[config.mk]
export PLATFORM = sky130hd
export DESIGN_NAME = two_class_strict_priority_queue_core
export DESIGN_NICKNAME = d
export VERILOG_FILES = /design/src/rtl/spq_pkg.sv /design/src/rtl/two_class_strict_priority_queue_core.sv /design/src/rtl/spq_cell.sv /design/src/rtl/spq_queue.sv
export SDC_FILE = /design/constraint.sdc
export NUM_CORES = 1
export LEC_CHECK = 0
export BUFFER_PORTS_ARGS = -buffer_cell sky130_fd_sc_hd__buf_2
export CORE_MARGIN = 2
export CORE_UTILIZATION = 60
export DETAILED_ROUTE_END_ITERATION = 8
export PLACE_DENSITY = 0.8
export SLEW_MARGIN = 20
export SYNTH_ARGS = -nofsm -noshare
export SYNTH_HDL_FRONTEND = slang
export SYNTH_SLANG_ARGS = --single-unit
export TNS_END_PERCENT = 30
[constraint.sdc]
create_clock -name clk -period 9.42 [get_ports clk]
set_input_delay 1.413 -clock clk [delete_from_list [all_inputs] [get_ports clk]]
set_output_delay 1.413 -clock clk [all_outputs]
set_load 0.03 [all_outputs]
[src/rtl/spq_pkg.sv]
`timescale 1ns / 1ps

package spq_pkg;

  // Default sizing
  localparam int QUEUE_DEPTH_DEF = 16;
  localparam int TAG_BITS_DEF    = 16;

  // Fixed field widths on the ports
  localparam int TAG_W    = 16;
  localparam int STATUS_W = 2;

  // Result status codes
  typedef enum logic [STATUS_W-1:0] {
    ST_ACCEPTED = 2'd0,
    ST_DROPPED  = 2'd1,
    ST_SERVED   = 2'd2,
    ST_EMPTY    = 2'd3
  } status_t;

  // Transaction kinds
  localparam logic KIND_ARRIVAL = 1'b0;
  localparam logic KIND_SERVE   = 1'b1;

  // Priority classes
  localparam logic CLASS_HIGH = 1'b0;
  localparam logic CLASS_LOW  = 1'b1;

  // Per-cycle command from a queue to each of its cells
  typedef struct packed {
    logic push;
    logic pop;
  } cell_ctl_t;

  // Queue status toward the scheduler
  typedef struct packed {
    logic nonempty;
    logic full;
  } queue_stat_t;

endpackage

[src/rtl/two_class_strict_priority_queue_core.sv]
`timescale 1ns / 1ps

// Channel  Dir  Ports          Contents
// in       in   in_t*          tuser[0] kind; tdata[0] client_class, tdata[16:1] tag
// out      out  out_t*         tuser[1:0] status; tdata[15:0] served_tag, tdata[16] class
//
// The two queues are rows of cells that shift toward the head on a serve
// and fill the first free cell on an arrival, so one item is taken per
// cycle while the input is not stalled, and its status is registered.
// Reset (rst_n low, synchronous) empties both queues and the output stage.
// The input stalls only while a result is held and out_tready is low.

module two_class_strict_priority_queue_core
  import spq_pkg::*;
#(
  parameter int QUEUE_DEPTH = QUEUE_DEPTH_DEF,
  parameter int TAG_BITS    = TAG_BITS_DEF
) (
  input  logic        clk,
  input  logic        rst_n,
  input  logic        in_tvalid,
  output logic        in_tready,
  input  logic [23:0] in_tdata,   // [0] client_class, [16:1] tag, [23:17] zero
  input  logic [0:0]  in_tuser,   // [0] kind
  output logic        out_tvalid,
  input  logic        out_tready,
  output logic [23:0] out_tdata,  // [15:0] served_tag, [16] served_class, [23:17] zero
  output logic [1:0]  out_tuser   // [1:0] status
);

  logic                in_acc;
  logic                in_kind;
  logic                in_class;
  logic [TAG_W-1:0]    in_tag;
  logic [TAG_BITS-1:0] push_tag;

  cell_ctl_t           hi_ctl, lo_ctl;
  queue_stat_t         hi_stat, lo_stat;
  logic [TAG_BITS-1:0] hi_head, lo_head;

  status_t             res_status;
  logic [TAG_W-1:0]    res_tag;
  logic                res_class;

  logic                out_valid_r, out_valid_nxt;
  status_t             status_r;
  logic [TAG_W-1:0]    tag_r;
  logic                class_r;

  // Unpack the input transaction
  assign in_kind  = in_tuser[0];
  assign in_class = in_tdata[0];
  assign in_tag   = in_tdata[16:1];
  assign push_tag = TAG_BITS'(in_tag);

  assign in_tready = !out_valid_r || out_tready;
  assign in_acc    = in_tvalid && in_tready;

  // Route arrivals by class, serve high before low
  always_comb begin
    hi_ctl     = '0;
    lo_ctl     = '0;
    res_status = ST_EMPTY;
    res_tag    = '0;
    res_class  = CLASS_HIGH;
    if (in_kind == KIND_ARRIVAL) begin
      if (in_class == CLASS_HIGH) begin
        hi_ctl.push = in_acc && !hi_stat.full;
        res_status  = hi_stat.full ? ST_DROPPED : ST_ACCEPTED;
      end else begin
        lo_ctl.push = in_acc && !lo_stat.full;
        res_status  = lo_stat.full ? ST_DROPPED : ST_ACCEPTED;
      end
    end else begin
      priority if (hi_stat.nonempty) begin
        hi_ctl.pop = in_acc;
        res_status = ST_SERVED;
        res_tag    = TAG_W'(hi_head);
        res_class  = CLASS_HIGH;
      end else if (lo_stat.nonempty) begin
        lo_ctl.pop = in_acc;
        res_status = ST_SERVED;
        res_tag    = TAG_W'(lo_head);
        res_class  = CLASS_LOW;
      end else begin
        res_status = ST_EMPTY;
      end
    end
  end

  spq_queue #(
    .QUEUE_DEPTH(QUEUE_DEPTH),
    .TAG_BITS   (TAG_BITS)
  ) u_high (
    .clk      (clk),
    .rst_n    (rst_n),
    .ctl      (hi_ctl),
    .push_tag (push_tag),
    .stat     (hi_stat),
    .head_tag (hi_head)
  );

  spq_queue #(
    .QUEUE_DEPTH(QUEUE_DEPTH),
    .TAG_BITS   (TAG_BITS)
  ) u_low (
    .clk      (clk),
    .rst_n    (rst_n),
    .ctl      (lo_ctl),
    .push_tag (push_tag),
    .stat     (lo_stat),
    .head_tag (lo_head)
  );

  // Hold the result until taken, load a new one on accept
  always_comb begin
    out_valid_nxt = out_valid_r;
    if (in_acc) begin
      out_valid_nxt = 1'b1;
    end else if (out_tready) begin
      out_valid_nxt = 1'b0;
    end
  end

  always_ff @(posedge clk) begin
    if (!rst_n) begin
      out_valid_r <= 1'b0;
    end else begin
      out_valid_r <= out_valid_nxt;
    end
  end

  always_ff @(posedge clk) begin
    if (in_acc) begin
      status_r <= res_status;
      tag_r    <= res_tag;
      class_r  <= res_class;
    end
  end

  // Pack the result transaction
  assign out_tvalid = out_valid_r;
  assign out_tdata  = {7'd0, class_r, tag_r};
  assign out_tuser  = status_r;

endmodule

[src/rtl/spq_cell.sv]
`timescale 1ns / 1ps

module spq_cell
  import spq_pkg::*;
#(
  parameter int TAG_BITS = TAG_BITS_DEF
) (
  input  logic                clk,
  input  logic                rst_n,
  input  cell_ctl_t           ctl,
  input  logic                prev_valid,
  input  logic                next_valid,
  input  logic [TAG_BITS-1:0] next_tag,
  input  logic [TAG_BITS-1:0] push_tag,
  output logic                valid,
  output logic [TAG_BITS-1:0] tag
);

  logic                valid_r, valid_nxt;
  logic [TAG_BITS-1:0] tag_r, tag_nxt;

  // Shift toward the head on pop; capture at the first free cell on push
  always_comb begin
    valid_nxt = valid_r;
    tag_nxt   = tag_r;
    if (ctl.pop) begin
      valid_nxt = next_valid;
      tag_nxt   = next_tag;
    end else if (ctl.push && !valid_r && prev_valid) begin
      valid_nxt = 1'b1;
      tag_nxt   = push_tag;
    end
  end

  // Occupancy flag
  always_ff @(posedge clk) begin
    if (!rst_n) begin
      valid_r <= 1'b0;
    end else begin
      valid_r <= valid_nxt;
    end
  end

  // Tag payload
  always_ff @(posedge clk) begin
    tag_r <= tag_nxt;
  end

  assign valid = valid_r;
  assign tag   = tag_r;

endmodule

[src/rtl/spq_queue.sv]
`timescale 1ns / 1ps

module spq_queue
  import spq_pkg::*;
#(
  parameter int QUEUE_DEPTH = QUEUE_DEPTH_DEF,
  parameter int TAG_BITS    = TAG_BITS_DEF
) (
  input  logic                clk,
  input  logic                rst_n,
  input  cell_ctl_t           ctl,
  input  logic [TAG_BITS-1:0] push_tag,
  output queue_stat_t         stat,
  output logic [TAG_BITS-1:0] head_tag
);

  logic [QUEUE_DEPTH-1:0] valid;
  logic [TAG_BITS-1:0]    tags [QUEUE_DEPTH];

  // Row of cells, cell 0 holds the oldest entry
  for (genvar i = 0; i < QUEUE_DEPTH; i++) begin : g_cell
    logic                pv;
    logic                nv;
    logic [TAG_BITS-1:0] nt;

    if (i == 0) begin : g_first
      assign pv = 1'b1;
    end else begin : g_mid
      assign pv = valid[i-1];
    end

    if (i == QUEUE_DEPTH - 1) begin : g_last
      assign nv = 1'b0;
      assign nt = '0;
    end else begin : g_inner
      assign nv = valid[i+1];
      assign nt = tags[i+1];
    end

    spq_cell #(
      .TAG_BITS(TAG_BITS)
    ) u_cell (
      .clk        (clk),
      .rst_n      (rst_n),
      .ctl        (ctl),
      .prev_valid (pv),
      .next_valid (nv),
      .next_tag   (nt),
      .push_tag   (push_tag),
      .valid      (valid[i]),
      .tag        (tags[i])
    );
  end

  assign stat.nonempty = valid[0];
  assign stat.full     = valid[QUEUE_DEPTH-1];
  assign head_tag      = tags[0];

endmodule
==> flow_summary_export.csv <==
group,metric,value,unit
outcome,status,"completed",
floorplan,fp.dieW,200.7,um
route,routed_via_density,6.186,
sta,slew_violations,0,
clock_network,insertion_delay,0.59,ns
clock_network,cts.repair.resized,0,
synth,synth_edf_count,499,
cells_and_area,final_core_util,0.6597,
pwr,leakage,0.01038,uW
synth,syn_area,0.02321,mm2
global_routing,overflow,0,
placed_design,port_buffers,42,
setup_path,crit_path_top_delay_cell,"nand3_1",
synth,synth_top_family_by_area,"compound AO/OA/AOI/OAI gates",
clock_network,ctsHoldBuffers,0,
synth,muxShareOfSynthArea,0.0004313,
floorplan,io_pins,57,
global_routing,grt_pass1_wl,66780,um
floorplan,fp.dieH,200.7,um
setup_path,cp_data_arrival_time,5.00,ns
global_routing,grt_max_degree,237,
setup_path,slowest_delay,1.02,ns
synth,yosys-top-cells-area,"edfxtp_1, a21o_1, dfxtp_1",
cells_and_area,fin_area,0.02532,mm2
setup_path,path_delay_family,"buffers and inverters",
setup_path,path_max_fanout,65,
floorplan,core_area,0.03838,mm2
setup_path,crit_type,"primary input to flop",
setup_path,cp_common_cell,"buf_4",
clock_network,h-tree-depth,2,
setup_path,path_cells,"buf_2 > nor2b_4 > buf_4 > inv_4 > buf_4 > nand3_1 > o21ai_1 > buf_4",
route,drtAntennaViolNets,0,
global_routing,grt_pass1_vias,12510,
route,dr.pass1.iters,5,
global_routing,track_usage,0.2051,
job,cap_violations,0,
clock_network,cts-buffers-inserted,53,
synth,synth_ff_type,"edfxtp_1",
setup_path,critPathBufInv,5,
floorplan,dieArea,0.04027,mm2
setup_path,end_kind,"flop",
synth,synth_xor_xnor_area_share,0,
synth,yosysWarnings,0,
cells_and_area,final_cell_mix,"edfxtp_1, a21o_1, dfxtp_1, nand4_1, clkbuf_16",
synth,async_flop_share,0,
sta,clock.fmax,211.2,MHz
sta,fin_setup_tns,0,ns
worst_hold_path,hold_class,"flop to flop",
cells_and_area,area_growth,9.073,%
sta,tightestPinTransition,1.174,ns
placed_design,dpl_cell_area,0.02363,mm2
synth,yosysTopAreaCellShare,0.6456,
floorplan,initial_core_util,0.6048,
cells_and_area,final_common_cell,"edfxtp_1",
cells_and_area,antenna_cells,0,
placed_design,dp_hpwl,25260,um
synth,synthAdderAreaFrac,0,
synth,syn-instance-count,1541,
floorplan,rows,72,
route,wl_per_cell,19.80,um
clock_network,cts_root_buf,"clkbuf_16",
cells_and_area,seq_area,0.01629,mm2
sta,clock_skew,0.01748,ns
synth,synth-seq-area-share,0.7017,
synth,synth_cell_type_count,41,
route,routed_wl,41360,um
clock_network,cts_tree,"yes",
placed_design,dpl_worst_slack,4.233,ns
route,via_count,12920,
pwr,worst_ir_drop_vdd,0.1380,mV
sta,finalSetupViolCount,0,
sta,fin_ws,4.686,ns
synth,avgSynthCellArea,15.06,um2
sta,hold_violations,0,
cells_and_area,drive_gt1_frac,0.1273,
setup_path,required,9.69,ns
clock_network,clock_path_buffers,3,
synth,synth_seq_cells,564,
clock_network,cts.sinks,564,
synth,yosys.area.top_type,"edfxtp_1",
cells_and_area,nNetsFinal,1555,
synth,synth_compound_area_frac,0.2303,
pwr,power_density,202.8,mW/mm2
synth,yosys.area_share.simple,0.02302,
clock_network,postCtsSetupBuffers,0,
global_routing,antenna_found_initial,1,
placed_design,gp_congestion,0.8766,
clock_network,clk_pin_slew,0.06,ns
setup_path,cp-start-kind,"primary input",
route,drc,0,
sta,period_share,0.5026,
sta,max_slew_margin,0.2175,
sta,rsz0062_at_grt,"no",
cells_and_area,fillerInstances,2588,
cells_and_area,multi_input_area,0.005969,mm2
route,drt_iter0_markers,1295,
sta,period_needed,4.734,ns
worst register-to-register path: stages (launching register included):
cell and delay, ns:
dfxtp_1 0.31, nor2b_4 0.12, buf_4 0.35, inv_4 0.42
buf_4 0.88, nand3_1 1.03, o21ai_1 0.44, buf_4 0.32
routing by layer:
layer | track usage | share of wire | vias to the layer above
met3 | 0.03101 | 0.052 | 83
met4 | 0.07884 | 0.031 | 0
met5 | 0 | 0 | -
met1 | 0.2902 | 0.44 | 6423
li1 | - | - | 5977
met2 | 0.3259 | 0.48 | 440
cell usage after synthesis, types with 24 or more instances:
cell type,count
a21oi_1,33
edfxtp_1,499
o41ai_1,45
buf_2,88
inv_1,45
a21o_1,480
nand4_1,60
o21ai_0,24
a31oi_1,36
buf_4,32
clkbuf_1,36
dfxtp_1,65
path summary, 6_finish.rpt:
| kind | from | endpoint | slack, ns | depth (start not counted) |
|---|---|---|---|---|
| setup reg to reg | out_tvalid | u_high.g_cell[1].u_cell.tag[15] | 5.22 | 7 |
| hold / removal | u_high.g_cell[15].u_cell.tag[15] | u_high.g_cell[15].u_cell.tag[15] | 0.46 | 2 |
| setup / recovery | out_tready | u_high.g_cell[1].u_cell.tag[15] | 4.69 | 8 |
| hold reg to reg | u_high.g_cell[15].u_cell.tag[15] | u_high.g_cell[15].u_cell.tag[15] | 0.46 | 2 |
cell type report:
cell class                      instances  share of cell area
Tap cell                              518             0.02560
Clock buffer                           83             0.06208
Inverter                               49            0.007463
Sequential cell                       564              0.6433
Clock inverter                         17            0.004152
Multi-Input combinational cell        775              0.2358
Timing Repair Buffer                   83             0.02160
state kept, by name (all words and copies together) (netlist names):
name                        cells
out_tuser                       2
u_low.g_cell.u_cell.valid      16
u_low.g_cell.u_cell.tag       256
tag_r                          16
u_high.g_cell.u_cell.valid     16
u_high.g_cell.u_cell.tag      256
out_tvalid                      1
class_r                         1
logic make-up after synthesis:
| kind of cell | Yosys count |
|---|---|
| AND/OR/NAND/NOR | 82 |
| multiplexers | 1 |
| flip-flops | 564 |
| AO/OA/AOI/OAI | 685 |
| buffers and inverters | 208 |
| other | 1 |
metrics by stage:
stage	hold slack [ns]	total power, uW	cells
floorplan	0.4431	3084	1547
CTS	0.4665	5168	2089
detailed placement	0.4569	3156	1989
global placement	0.4551	3140	1988
finish	0.4642	5134	2089
global route	0.4939	5290	2089
power breakdown:
part           switching, uW  total, uW  internal [uW]
Combinational            192        306            113
Sequential              20.5       2800           2780
Clock                    855       2020           1170
Power figures use the tool's default switching activity.
